File: config.mk
export PLATFORM = sky130hd
export DESIGN_NAME = integer_average_reduced_fraction_top_flat
export DESIGN_NICKNAME = d
export VERILOG_FILES = /design/src/rtl/core/iarf_pkg.sv /design/src/rtl/core/iarf_sample_if.sv /design/src/rtl/core/iarf_result_if.sv /design/src/rtl/core/integer_average_reduced_fraction_top.sv /design/src/rtl/core/iarf_frac_unit.sv /design/src/flat_wrapper.sv
export SDC_FILE = /design/constraint.sdc
export NUM_CORES = 1
export LEC_CHECK = 0
export BUFFER_PORTS_ARGS = -buffer_cell sky130_fd_sc_hd__buf_2
export CAP_MARGIN = 20
export CORE_AREA = 5 5 146 204
export DETAILED_ROUTE_END_ITERATION = 10
export DIE_AREA = 0 0 151 209
export SLEW_MARGIN = 30
export SYNTH_ARGS = -nofsm -noshare
export SYNTH_HDL_FRONTEND = slang
export SYNTH_SLANG_ARGS = --single-unit
File: constraint.sdc
create_clock -name clk -period 10.5 [get_ports clk]
set_input_delay 2.1 -clock clk [delete_from_list [all_inputs] [get_ports clk]]
set_output_delay 2.1 -clock clk [all_outputs]
set_load 0.1 [all_outputs]
File: src/rtl/core/iarf_pkg.sv
// ----------------------------------------------------------------------------
// iarf_pkg
// Shared types and constants of the mean-as-reduced-fraction block.
// ----------------------------------------------------------------------------
package iarf_pkg;

	localparam int unsigned WHOLE_W = 16;
	localparam int unsigned NUM_W   = 7;
	localparam int unsigned DEN_W   = 8;

	typedef enum logic [2:0] {
		FU_IDLE,
		FU_ABS,
		FU_DIV,
		FU_GCD,
		FU_RED,
		FU_HOLD
	} fu_state_t;

	typedef struct packed {
		logic busy;
		logic done;
	} fu_status_t;

	typedef struct packed {
		logic               negative;
		logic               is_zero;
		logic [WHOLE_W-1:0] whole_part;
		logic [NUM_W-1:0]   frac_numerator;
		logic [DEN_W-1:0]   frac_denominator;
		logic               overflow;
	} result_t;

endpackage

File: src/rtl/core/iarf_sample_if.sv
// ----------------------------------------------------------------------------
// iarf_sample_if
// Input channel: one signed value per word, with a last-of-set flag.
// ----------------------------------------------------------------------------
interface iarf_sample_if #(
	parameter int unsigned VALUE_WIDTH = 16
);
	logic                          valid;
	logic                          ready;
	logic signed [VALUE_WIDTH-1:0] value;
	logic                          last;

	modport source (output valid, output value, output last, input ready);
	modport sink   (input valid, input value, input last, output ready);
endinterface

File: src/rtl/core/iarf_result_if.sv
// ----------------------------------------------------------------------------
// iarf_result_if
// Output channel: the mean of one set as a reduced mixed fraction.
// ----------------------------------------------------------------------------
interface iarf_result_if;
	logic                               valid;
	logic                               ready;
	logic                               negative;
	logic                               is_zero;
	logic [iarf_pkg::WHOLE_W-1:0]       whole_part;
	logic [iarf_pkg::NUM_W-1:0]         frac_numerator;
	logic [iarf_pkg::DEN_W-1:0]         frac_denominator;
	logic                               overflow;

	modport source (
		output valid, output negative, output is_zero, output whole_part,
		output frac_numerator, output frac_denominator, output overflow,
		input ready
	);
	modport sink (
		input valid, input negative, input is_zero, input whole_part,
		input frac_numerator, input frac_denominator, input overflow,
		output ready
	);
endinterface

File: src/rtl/core/integer_average_reduced_fraction_top.sv
// ----------------------------------------------------------------------------
// integer_average_reduced_fraction_top
// Mean of a set of signed values as a sign, whole part and reduced fraction.
// ----------------------------------------------------------------------------
// Usage:
//   sample: one signed value per word; last marks the final value of a set.
//   result: one word per set, sent after its last sample word.
//   Values are summed and counted one word per cycle while ready is high.
//   Values past MAX_ITEMS in a set are dropped and flag overflow.
//   After the last word, ready drops while the fraction unit works: it
//   takes the sign and magnitude, runs the bit-serial divide of the sum
//   (SUM_W = VALUE_WIDTH + clog2(MAX_ITEMS+1) bits), a binary gcd and a
//   bit-serial reduction over CNT_W-bit operands, then holds the result
//   until it moves into the output register (CNT_W = clog2(MAX_ITEMS+1)).
//   A stalled result stays in the output register; the next set is taken
//   meanwhile, and its result waits in the fraction unit until the slot frees.
//   Reset clears the sum, count, overflow flag, result valid flag and unit state.
// ----------------------------------------------------------------------------
module integer_average_reduced_fraction_top #(
	parameter int unsigned MAX_ITEMS   = 128,
	parameter int unsigned VALUE_WIDTH = 16
) (
	input  logic              clk,
	input  logic              arst_n,
	iarf_sample_if.sink       sample,
	iarf_result_if.source     result
);

	localparam int unsigned CNT_W = $clog2(MAX_ITEMS + 1);
	localparam int unsigned SUM_W = VALUE_WIDTH + CNT_W;

	logic signed [SUM_W-1:0] sum_q, sum_next;
	logic [CNT_W-1:0]        cnt_q, cnt_next;
	logic                    ovf_q, ovf_next;
	logic                    accept, start, take;

	iarf_pkg::fu_status_t    fu_status;
	iarf_pkg::result_t       fu_res, res_q;
	logic                    res_valid_q;

	assign sample.ready = !fu_status.busy;
	assign accept       = sample.valid && sample.ready;
	assign start        = accept && sample.last;
	assign take         = fu_status.done && (!res_valid_q || result.ready);

	always_comb begin
		sum_next = sum_q;
		cnt_next = cnt_q;
		ovf_next = ovf_q;
		if (cnt_q < CNT_W'(MAX_ITEMS)) begin
			sum_next = sum_q + {{CNT_W{sample.value[VALUE_WIDTH-1]}}, sample.value};
			cnt_next = cnt_q + 1'b1;
		end else begin
			ovf_next = 1'b1;
		end
	end

	iarf_frac_unit #(
		.SUM_W (SUM_W),
		.CNT_W (CNT_W)
	) u_frac (
		.clk    (clk),
		.arst_n (arst_n),
		.start  (start),
		.sum    (sum_next),
		.cnt    (cnt_next),
		.ovf    (ovf_next),
		.take   (take),
		.status (fu_status),
		.res    (fu_res)
	);

	always_ff @(posedge clk or negedge arst_n) begin
		if (!arst_n) begin
			sum_q <= '0;
			cnt_q <= '0;
			ovf_q <= 1'b0;
		end else if (accept) begin
			if (sample.last) begin
				sum_q <= '0;
				cnt_q <= '0;
				ovf_q <= 1'b0;
			end else begin
				sum_q <= sum_next;
				cnt_q <= cnt_next;
				ovf_q <= ovf_next;
			end
		end
	end

	// output word register
	always_ff @(posedge clk or negedge arst_n) begin
		if (!arst_n) begin
			res_valid_q <= 1'b0;
		end else if (take) begin
			res_valid_q <= 1'b1;
		end else if (result.ready) begin
			res_valid_q <= 1'b0;
		end
	end

	always_ff @(posedge clk) begin
		if (take) res_q <= fu_res;
	end

	assign result.valid            = res_valid_q;
	assign result.negative         = res_q.negative;
	assign result.is_zero          = res_q.is_zero;
	assign result.whole_part       = res_q.whole_part;
	assign result.frac_numerator   = res_q.frac_numerator;
	assign result.frac_denominator = res_q.frac_denominator;
	assign result.overflow         = res_q.overflow;

endmodule

File: src/rtl/core/iarf_frac_unit.sv
// ----------------------------------------------------------------------------
// iarf_frac_unit
// Bit-serial divide of |sum| by count, binary gcd of count and remainder,
// then bit-serial reduction of numerator and denominator by the gcd.
// ----------------------------------------------------------------------------
module iarf_frac_unit #(
	parameter int unsigned SUM_W = 24,
	parameter int unsigned CNT_W = 8
) (
	input  logic                       clk,
	input  logic                       arst_n,
	input  logic                       start,
	input  logic signed [SUM_W-1:0]    sum,
	input  logic [CNT_W-1:0]           cnt,
	input  logic                       ovf,
	input  logic                       take,
	output iarf_pkg::fu_status_t       status,
	output iarf_pkg::result_t          res
);

	localparam int unsigned STEP_W = $clog2(SUM_W + 1);
	localparam int unsigned K_W    = $clog2(CNT_W + 1);

	iarf_pkg::fu_state_t state_q, state_d;

	logic                neg_q, zero_q, ovf_q;
	logic [SUM_W-1:0]    quo_q;
	logic [CNT_W-1:0]    prem_q, cnt_q;
	logic [STEP_W-1:0]   step_q;
	logic [CNT_W-1:0]    ga_q, gb_q, g_q;
	logic [K_W-1:0]      gk_q;
	logic [CNT_W-1:0]    den_q, num_q, ra_q, rb_q;

	// long division step
	logic [CNT_W:0]      div_trial, div_diff;
	logic                div_ge;
	logic [CNT_W-1:0]    prem_next;
	logic                div_last;

	// reduction steps
	logic [CNT_W:0]      ra_trial, rb_trial, ra_diff, rb_diff;
	logic                ra_ge, rb_ge;
	logic                red_last;

	logic                gcd_done;
	logic [CNT_W-1:0]    gcd_val;

	always_comb begin
		div_trial = {prem_q, quo_q[SUM_W-1]};
		div_diff  = div_trial - {1'b0, cnt_q};
		div_ge    = div_trial >= {1'b0, cnt_q};
		prem_next = div_ge ? div_diff[CNT_W-1:0] : div_trial[CNT_W-1:0];
		div_last  = step_q == STEP_W'(SUM_W - 1);

		ra_trial  = {ra_q, den_q[CNT_W-1]};
		rb_trial  = {rb_q, num_q[CNT_W-1]};
		ra_diff   = ra_trial - {1'b0, g_q};
		rb_diff   = rb_trial - {1'b0, g_q};
		ra_ge     = ra_trial >= {1'b0, g_q};
		rb_ge     = rb_trial >= {1'b0, g_q};
		red_last  = step_q == STEP_W'(CNT_W - 1);

		// one operand reaching zero ends the binary gcd
		gcd_done  = (ga_q == '0) || (gb_q == '0);
		gcd_val   = (ga_q == '0) ? CNT_W'(gb_q << gk_q) : CNT_W'(ga_q << gk_q);
	end

	always_comb begin
		state_d = state_q;
		unique case (state_q)
			iarf_pkg::FU_IDLE: if (start) state_d = iarf_pkg::FU_ABS;
			iarf_pkg::FU_ABS:  state_d = iarf_pkg::FU_DIV;
			iarf_pkg::FU_DIV:  if (div_last) state_d = iarf_pkg::FU_GCD;
			iarf_pkg::FU_GCD:  if (gcd_done) state_d = iarf_pkg::FU_RED;
			iarf_pkg::FU_RED:  if (red_last) state_d = iarf_pkg::FU_HOLD;
			iarf_pkg::FU_HOLD: if (take) state_d = iarf_pkg::FU_IDLE;
			default:           state_d = iarf_pkg::FU_IDLE;
		endcase
	end

	always_comb begin
		status.busy = state_q != iarf_pkg::FU_IDLE;
		status.done = state_q == iarf_pkg::FU_HOLD;
		res.negative         = neg_q;
		res.is_zero          = zero_q;
		res.whole_part       = iarf_pkg::WHOLE_W'(quo_q);
		res.frac_numerator   = iarf_pkg::NUM_W'(num_q);
		res.frac_denominator = iarf_pkg::DEN_W'(den_q);
		res.overflow         = ovf_q;
	end

	always_ff @(posedge clk or negedge arst_n) begin
		if (!arst_n) begin
			state_q <= iarf_pkg::FU_IDLE;
		end else begin
			state_q <= state_d;
		end
	end

	always_ff @(posedge clk) begin
		case (state_q)
			iarf_pkg::FU_IDLE: begin
				if (start) begin
					quo_q  <= sum;
					neg_q  <= sum[SUM_W-1];
					zero_q <= sum == '0;
					cnt_q  <= cnt;
					ovf_q  <= ovf;
				end
			end
			iarf_pkg::FU_ABS: begin
				if (neg_q) quo_q <= -quo_q;
				prem_q <= '0;
				step_q <= '0;
			end
			iarf_pkg::FU_DIV: begin
				quo_q  <= {quo_q[SUM_W-2:0], div_ge};
				prem_q <= prem_next;
				step_q <= step_q + 1'b1;
				if (div_last) begin
					// gcd(|sum|, count) equals gcd(count, remainder)
					ga_q <= cnt_q;
					gb_q <= prem_next;
					gk_q <= '0;
				end
			end
			iarf_pkg::FU_GCD: begin
				if (gcd_done) begin
					g_q    <= gcd_val;
					den_q  <= cnt_q;
					num_q  <= prem_q;
					ra_q   <= '0;
					rb_q   <= '0;
					step_q <= '0;
				end else if (!ga_q[0] && !gb_q[0]) begin
					ga_q <= ga_q >> 1;
					gb_q <= gb_q >> 1;
					gk_q <= gk_q + 1'b1;
				end else if (!ga_q[0]) begin
					ga_q <= ga_q >> 1;
				end else if (!gb_q[0]) begin
					gb_q <= gb_q >> 1;
				end else if (ga_q >= gb_q) begin
					ga_q <= ga_q - gb_q;
				end else begin
					gb_q <= gb_q - ga_q;
				end
			end
			iarf_pkg::FU_RED: begin
				den_q  <= {den_q[CNT_W-2:0], ra_ge};
				num_q  <= {num_q[CNT_W-2:0], rb_ge};
				ra_q   <= ra_ge ? ra_diff[CNT_W-1:0] : ra_trial[CNT_W-1:0];
				rb_q   <= rb_ge ? rb_diff[CNT_W-1:0] : rb_trial[CNT_W-1:0];
				step_q <= step_q + 1'b1;
			end
			default: begin
			end
		endcase
	end

endmodule
File: src/flat_wrapper.sv
// flat-port wrapper written by rule: the top's interface ports become plain ports
module integer_average_reduced_fraction_top_flat 
#(
	parameter int unsigned MAX_ITEMS   = 128,
	parameter int unsigned VALUE_WIDTH = 16
)
  (clk, arst_n, sample_valid, sample_value, sample_last, sample_ready, result_valid, result_negative, result_is_zero, result_whole_part, result_frac_numerator, result_frac_denominator, result_overflow, result_ready);
  iarf_sample_if #(.VALUE_WIDTH(VALUE_WIDTH)) sample_i ();
  iarf_result_if result_i ();
  input  logic clk;
  input  logic arst_n;
  input wire logic [$bits(sample_i.valid)-1:0] sample_valid;
  input wire logic [$bits(sample_i.value)-1:0] sample_value;
  input wire logic [$bits(sample_i.last)-1:0] sample_last;
  output wire logic [$bits(sample_i.ready)-1:0] sample_ready;
  output wire logic [$bits(result_i.valid)-1:0] result_valid;
  output wire logic [$bits(result_i.negative)-1:0] result_negative;
  output wire logic [$bits(result_i.is_zero)-1:0] result_is_zero;
  output wire logic [$bits(result_i.whole_part)-1:0] result_whole_part;
  output wire logic [$bits(result_i.frac_numerator)-1:0] result_frac_numerator;
  output wire logic [$bits(result_i.frac_denominator)-1:0] result_frac_denominator;
  output wire logic [$bits(result_i.overflow)-1:0] result_overflow;
  input wire logic [$bits(result_i.ready)-1:0] result_ready;
  assign sample_i.valid = sample_valid;
  assign sample_i.value = sample_value;
  assign sample_i.last = sample_last;
  assign sample_ready = sample_i.ready;
  assign result_valid = result_i.valid;
  assign result_negative = result_i.negative;
  assign result_is_zero = result_i.is_zero;
  assign result_whole_part = result_i.whole_part;
  assign result_frac_numerator = result_i.frac_numerator;
  assign result_frac_denominator = result_i.frac_denominator;
  assign result_overflow = result_i.overflow;
  assign result_i.ready = result_ready;
  integer_average_reduced_fraction_top #(.MAX_ITEMS(MAX_ITEMS), .VALUE_WIDTH(VALUE_WIDTH)) u_core (.clk(clk), .arst_n(arst_n), .sample(sample_i), .result(result_i));
endmodule
== Word level (Yosys, flattened, before mapping) ==
Cells that the tools add are included.

* Flip-flop bits (word level): 179
* Input bits: 21

* $add $sub $neg: 10
* $lt $le $gt $ge: 5
* Equal/unequal tests: 19
* Shift-type cells: 2
* Multiplexer cells: 49
* Reduce and logical (&&, ||, !) cells: 33

{| class="wikitable"
|+ Operator list
! cell !! count
|-
| 8-bit 2-to-1 mux || 21
|-
| 8-bit one-hot mux with 2 select lines || 7
|-
| 24-bit 2-to-1 mux || 4
|-
| 24-bit one-hot mux with 3 select lines || 1
|-
| 8-bit subtractor || 5
|-
| 9-bit by 8-bit greater-or-equal comparator with 1-bit output || 3
|-
| 24-bit adder || 1
|-
| 24-bit logical NOT || 1
|-
| 24-bit negation || 1
|-
| 3-bit one-hot mux with 6 select lines || 1
|-
| 8-bit logical NOT || 2
|-
| 8-bit by 4-bit << shifter with 8-bit output || 2
|-
| 3-bit 2-to-1 mux || 5
|-
| 5-bit one-hot mux with 3 select lines || 1
|-
| 5-bit AND reduction || 3
|-
| 4-bit 2-to-1 mux || 3
|-
| 2-bit != test, second input constant || 6
|-
| 4-bit != test, second input constant || 3
|-
| 3-bit nonzero test || 3
|-
| 8-bit by 1-bit adder with 8-bit output, second input constant || 1
|-
| 8-bit greater-or-equal comparator || 1
|-
| 8-bit < comparator, second input constant || 1
|-
| 4-bit one-hot mux with 2 select lines || 1
|-
| 2-bit AND reduction || 4
|-
| 19 further kinds || 37
|}

== Depth between registers and ports, before layout ==
* Word-level depth: 7
* Depth in mapped cells: 14
* Gate-level depth less buffers: 13

== Cells and area by module ==
Synthesis repeated with hierarchy kept, for this count alone.

* Cells, all modules: 1151
* Area total of the unflattened synthesis: 11572.3 um^2

{| class="wikitable"
|+ Modules (own cells, without submodules)
! module !! times used !! cells each !! area an instance (um^2) !! seq. area each (um^2)
|-
| iarf_frac_unit || 1 || 766 || 7569.8 || 3318.2
|-
| integer_average_reduced_fraction_top || 1 || 385 || 4002.6 || 1871.8
|}

== Least setup slack after synthesis ==
OpenSTA, ideal clock, no wires.

* Path kind: flip-flop to flip-flop
* Start point: reg u_core.u_frac.state_q[2]
* End point: reg u_core.u_frac.quo_q[0], enable pin
* Library setup time: 0.380 ns
* Data arrival time: 4.690 ns
* Required time: 10.120 ns
* Setup slack: 5.430 ns
* Stages on the path, launching flop included: 6
* Path buffers: 1
* Path through: dfrtp_1 clkbuf_1 nor3_1 nand2_1 nor2_1 a211o_1

* Longest elaborated chain between the ends: 6
* Elaborated cells between the ends (all ways): 11
* Classes of those cells: eq/ne: 4; reduce/logical: 7

{| class="wikitable"
|+ RTL lines
! item !! RTL line !! source
|-
| from (decl) || iarf_frac_unit.sv:24 || <nowiki>iarf_pkg::fu_state_t state_q, state_d;</nowiki>
|-
| from (signal assigned) || iarf_frac_unit.sv:94 || <nowiki>state_q <= iarf_pkg::FU_IDLE;</nowiki>
|-
| from (signal assigned) || iarf_frac_unit.sv:96 || <nowiki>state_q <= state_d;</nowiki>
|-
| 3-bit nonzero test || iarf_frac_unit.sv:82 || <nowiki>status.busy = state_q != iarf_pkg::FU_IDLE;</nowiki>
|-
| 1-bit logical NOT || integer_average_reduced_fraction_top.sv:41 || <nowiki>assign sample.ready = !fu_status.busy;</nowiki>
|-
| named net sample_ready || flat_wrapper.sv:15 || <nowiki>output wire logic [$bits(sample_i.ready)-1:0] sample_ready;</nowiki>
|-
| 1-bit logical AND || integer_average_reduced_fraction_top.sv:42 || <nowiki>assign accept = sample.valid && sample.ready;</nowiki>
|-
| 1-bit logical AND || integer_average_reduced_fraction_top.sv:43 || <nowiki>assign start = accept && sample.last;</nowiki>
|-
| 2-bit by 1-bit != test with 1-bit output (no source line) || n/a ||
|-
| 3-bit AND reduction (no source line) || n/a ||
|-
| to (signal assigned) || iarf_frac_unit.sv:104 || <nowiki>quo_q <= sum;</nowiki>
|-
| to (signal assigned) || iarf_frac_unit.sv:112 || <nowiki>if (neg_q) quo_q <= -quo_q;</nowiki>
|-
| to (signal assigned) || iarf_frac_unit.sv:117 || <nowiki>quo_q <= {quo_q[SUM_W-2:0], div_ge};</nowiki>
|-
| to (decl) || iarf_frac_unit.sv:27 || <nowiki>logic [SUM_W-1:0] quo_q;</nowiki>
|}

The timed path passes the listed nets, and every way through them passes these cells.
A chain may end at the register's enable or synchronous reset.

== Worst setup path in the final report ==
* Start point: in sample_value[0]
* End point: reg u_core.u_frac.zero_q (data pin)

* Longest elaborated chain between the ends: 3

{| class="wikitable"
|+ RTL lines
! item !! RTL line !! source
|-
| from (decl) || flat_wrapper.sv:13 || <nowiki>input wire logic [$bits(sample_i.value)-1:0] sample_value;</nowiki>
|-
| 24-bit adder || integer_average_reduced_fraction_top.sv:51 || <nowiki>sum_next = sum_q + {{CNT_W{sample.value[VALUE_WIDTH-1]}}, sample.value};</nowiki>
|-
| 24-bit 2-to-1 mux || integer_average_reduced_fraction_top.sv:50 || <nowiki>if (cnt_q < CNT_W'(MAX_ITEMS)) begin</nowiki>
|-
| 24-bit logical NOT || iarf_frac_unit.sv:106 || <nowiki>zero_q <= sum == '0;</nowiki>
|-
| to (signal assigned) || iarf_frac_unit.sv:106 ||
|-
| to (decl) || iarf_frac_unit.sv:26 || <nowiki>logic neg_q, zero_q, ovf_q;</nowiki>
|}

Every way passes these cells.

==> flow_summary.yaml <==
hold_path:
  hp-start: "u_core.u_frac.ovf_q"
  min_path_type: "flop to flop"
clock_network:
  clock_latency_ns: 0.44
  cts.repair.resized: 0
  post_cts_buffers: 0
  cts_max_level: 4
  clk_path_buf_depth: 2
  cts.clk_slew.worst_paths_ns: 0.08
  cts_buffers: 17
  cts_hold_buffers: 0
  clock_sinks: 179
  cts_root_buf: "clkbuf_16"
  cts_tree: "done"
pwr:
  p_leak_uw: 0.004960
  power.density_nw_per_um2: 304.3
  ir_worst_vdd_mv: 0.1330
final_layout:
  syn_to_final_growth_pct: 12.01
  multi_input_area_um2: 5421
  n_fill_cell: 2753
  layout-drive-gt1-share_pct: 12.14
  seqCellArea_um2: 5190
  nNetsFinal: 1202
sta:
  relSlewSlack_pct: 42.84
  fin_crit_ns: 4.962
  setup-violations-final: 0
  worst_pin_slew_ns: 0.8496
  hold_ws_ns: 0.4447
  slew_violations: 0
  hold_viol: 0
  tns_ns: 0
  max_freq_mhz: 201.5
  period_share_pct: 47.26
  rsz0062_at_grt: "no"
  skew_ns: 0.01467
worst_setup_path:
  cpMaxStageDelayCell: "nor4b_1"
  end_kind: "flop"
  crit_fanout: 5
  required_ns: 10.78
  cp.arrival_ns: 5.24
  cp_cell_sequence: "buf_2 > ha_1 > fa_1 > a21o_1 > a221oi_4 > o31ai_2 > a41oi_1 > xor2_1 > o21ai_0 > nor4b_1 > nor4b_1 > nand4_1 > nor4b_2"
  cp_common_cell: "nor4b_1"
  criticalPathCategory: "input pin to flop"
  startpoint: "sample_value[0]"
  critical_path.startpoint_type: "input pin"
  slowest_delay_ns: 0.42
  r2r-start: "u_core.sum_q[0]"
global_route:
  antenna_found_initial: 0
  grt_max_degree: 38
  grt_use_total_pct: 17.06
  grt_pass1_vias: 8205
  grt_pass1_wl_mm: 42.51
  grt_overflow_total: 0
logic_synthesis:
  ys_seq_elements: 179
  syn_area_per_cell_um2: 10.32
  netlist_area_um2: 10970
  yosysTopAreaCellShare_pct: 38.86
  syn_inst: 1063
  ys_top_cells_by_area: "edfxtp_1 39%, dfrtp_1 8.4%, ha_1 7.8%, o21ai_0 4.0%, nor2_1 3.4%"
  seq_area_frac_synth_pct: 47.30
  synth_most_common_cell: "edfxtp_1"
  async_flop_share_pct: 20.67
  synth_top_area_cell: "edfxtp_1"
  syn_nets: 1158
  ys.flop_type: "edfxtp_1"
  synth_edf_count: 142
  yosysUniqueCellTypes: 65
  yosys_warnings: 0
  ys_top_cells_by_count: "142 x edfxtp_1, 99 x nor2_1, 87 x o21ai_0"
die:
  die_h_um: 209
  rows: 73
  dieArea_um2: 31560
  start_util_pct: 39.26
  core_area_um2: 27950
  io_pins: 57
  die_x_um: 151
job:
  maxCapViolCount: 0
detailed_routing:
  drt_iter0_drc: 489
  first_pass_iters: 5
  drc: 0
  vias: 8023
  post_drt_wl_per_cell_um: 17.46
  ant_nets: 0
  viasPerCell: 5.363
  route.final.wire_length_mm: 26.13
outcome:
  outcome: "complete, no violations"
place:
  gp_congestion: 0.9030
  io_buffers: 56
  hpwl_mm: 19.73
[layer usage]
| metal | wire length (um) | GRT usage [%] | part of all wire, % |
|---|---|---|---|
| met5 | 0 | 0 | 0 |
| met1 | 10720 | 19.36 | 41 |
| met3 | 555 | 2.278 | 2.1 |
| met4 | 553 | 5.695 | 2.1 |
| met2 | 14290 | 32.25 | 55 |
[worst max-delay path: cells and delay by family]
family                   cells  cell delay (ns)
AND/OR/NAND/NOR              4             1.09
buffers and inverters        1             0.10
adder cells (fa/ha/maj)      2             0.62
AO/OA/AOI/OAI                5             1.16
XOR/XNOR                     1             0.16
[path summary, 6_finish.rpt]
| check | cells past startpoint | endpoint | slack (ns) |
|---|---|---|---|
| max | 13 | u_core.u_frac.zero_q | 5.54 |
| min | 0 | u_core.result.overflow | 0.44 |
| max in group asynchronous | 1 | u_core.result.valid | 8.44 |
| max reg2reg | 12 | u_core.u_frac.zero_q | 6.88 |
| min in group asynchronous | 1 | u_core.sum_q[23] | 1.64 |
| min reg2reg | 0 | u_core.result.overflow | 0.44 |
[cell families (layout without fill, tap and decap cells)]
| kind of cell | after synthesis | count (layout) | synth area share, % |
|---|---|---|---|
| adders and majority gates | 74 | 74 | 8.849 |
| muxes | 47 | 47 | 4.482 |
| DFF | 179 | 179 | 47.30 |
| and+or+nand+nor | 307 | 307 | 13.38 |
| other | 0 | 1 | 0 |
| AOI/OAI and AO/OA | 286 | 286 | 17.09 |
| buffers and inverters | 104 | 161 | 3.626 |
| xor gates and xnor gates | 66 | 66 | 5.269 |
[registers in the layout, summed over array words and instances, names as in the netlist, 3 cells and up]
register,count
u_core.u_frac.quo_q,24
u_core.result.frac_denominator,8
u_core.sum_q,24
u_core.result.whole_part,16
u_core.u_frac.step_q,5
u_core.u_frac.gb_q,8
u_core.u_frac.g_q,8
u_core.result.frac_numerator,7
u_core.u_frac.ra_q,8
u_core.u_frac.state_q,3
u_core.u_frac.den_q,8
u_core.u_frac.prem_q,8
u_core.u_frac.rb_q,8
u_core.u_frac.ga_q,8
u_core.cnt_q,8
u_core.u_frac.num_q,8
u_core.u_frac.gk_q,4
u_core.u_frac.cnt_q,8
[cell usage in the layout (no fill, tap or decap), drive strengths merged, types with 10 or more instances in the layout]
cell type    n
nand3       21
xor2        29
o21ai       88
buf         68
a21o        22
nand2       85
nor3        13
dfrtp       37
mux2        17
a21boi      11
a211oi      12
nor2b       13
a21oi       64
inv         64
edfxtp     142
nand4       11
a22o        10
nor2        99
a22oi       13
nand2b      11
ha          68
mux2i       30
xnor2       37
clkbuf      18
[power breakdown]
part	internal (uW)	switching (uW)
clock network	354	288
registers	1140	225
logic	636	1100
[through the flow]
step                      util [%]  area [um^2]  std cells  setup WS (ns)  total power [uW]
after floorplan                  -        10970       1063          5.430              2653
after global placement       41.70        11660       1461          5.103              3074
after detailed placement     41.84        11690       1463          5.081              3114
after CTS                    43.93        12280       1495          5.548              3764
after global routing         43.96        12290       1495          5.348              4009
final                        43.97        12290       1496          5.538              3739
[layout make-up]
cell class / instances / area share [%]
multi-input cells: 780 / 44.12
flip-flops and latches: 179 / 42.23
well taps: 375 / 3.818
clock buffers: 18 / 3.492
repair buffers: 68 / 3.197
inverters: 61 / 1.863
clock inverters: 14 / 1.262
diodes: 1 / 0.02036
(Power assumes the default switching activity.)
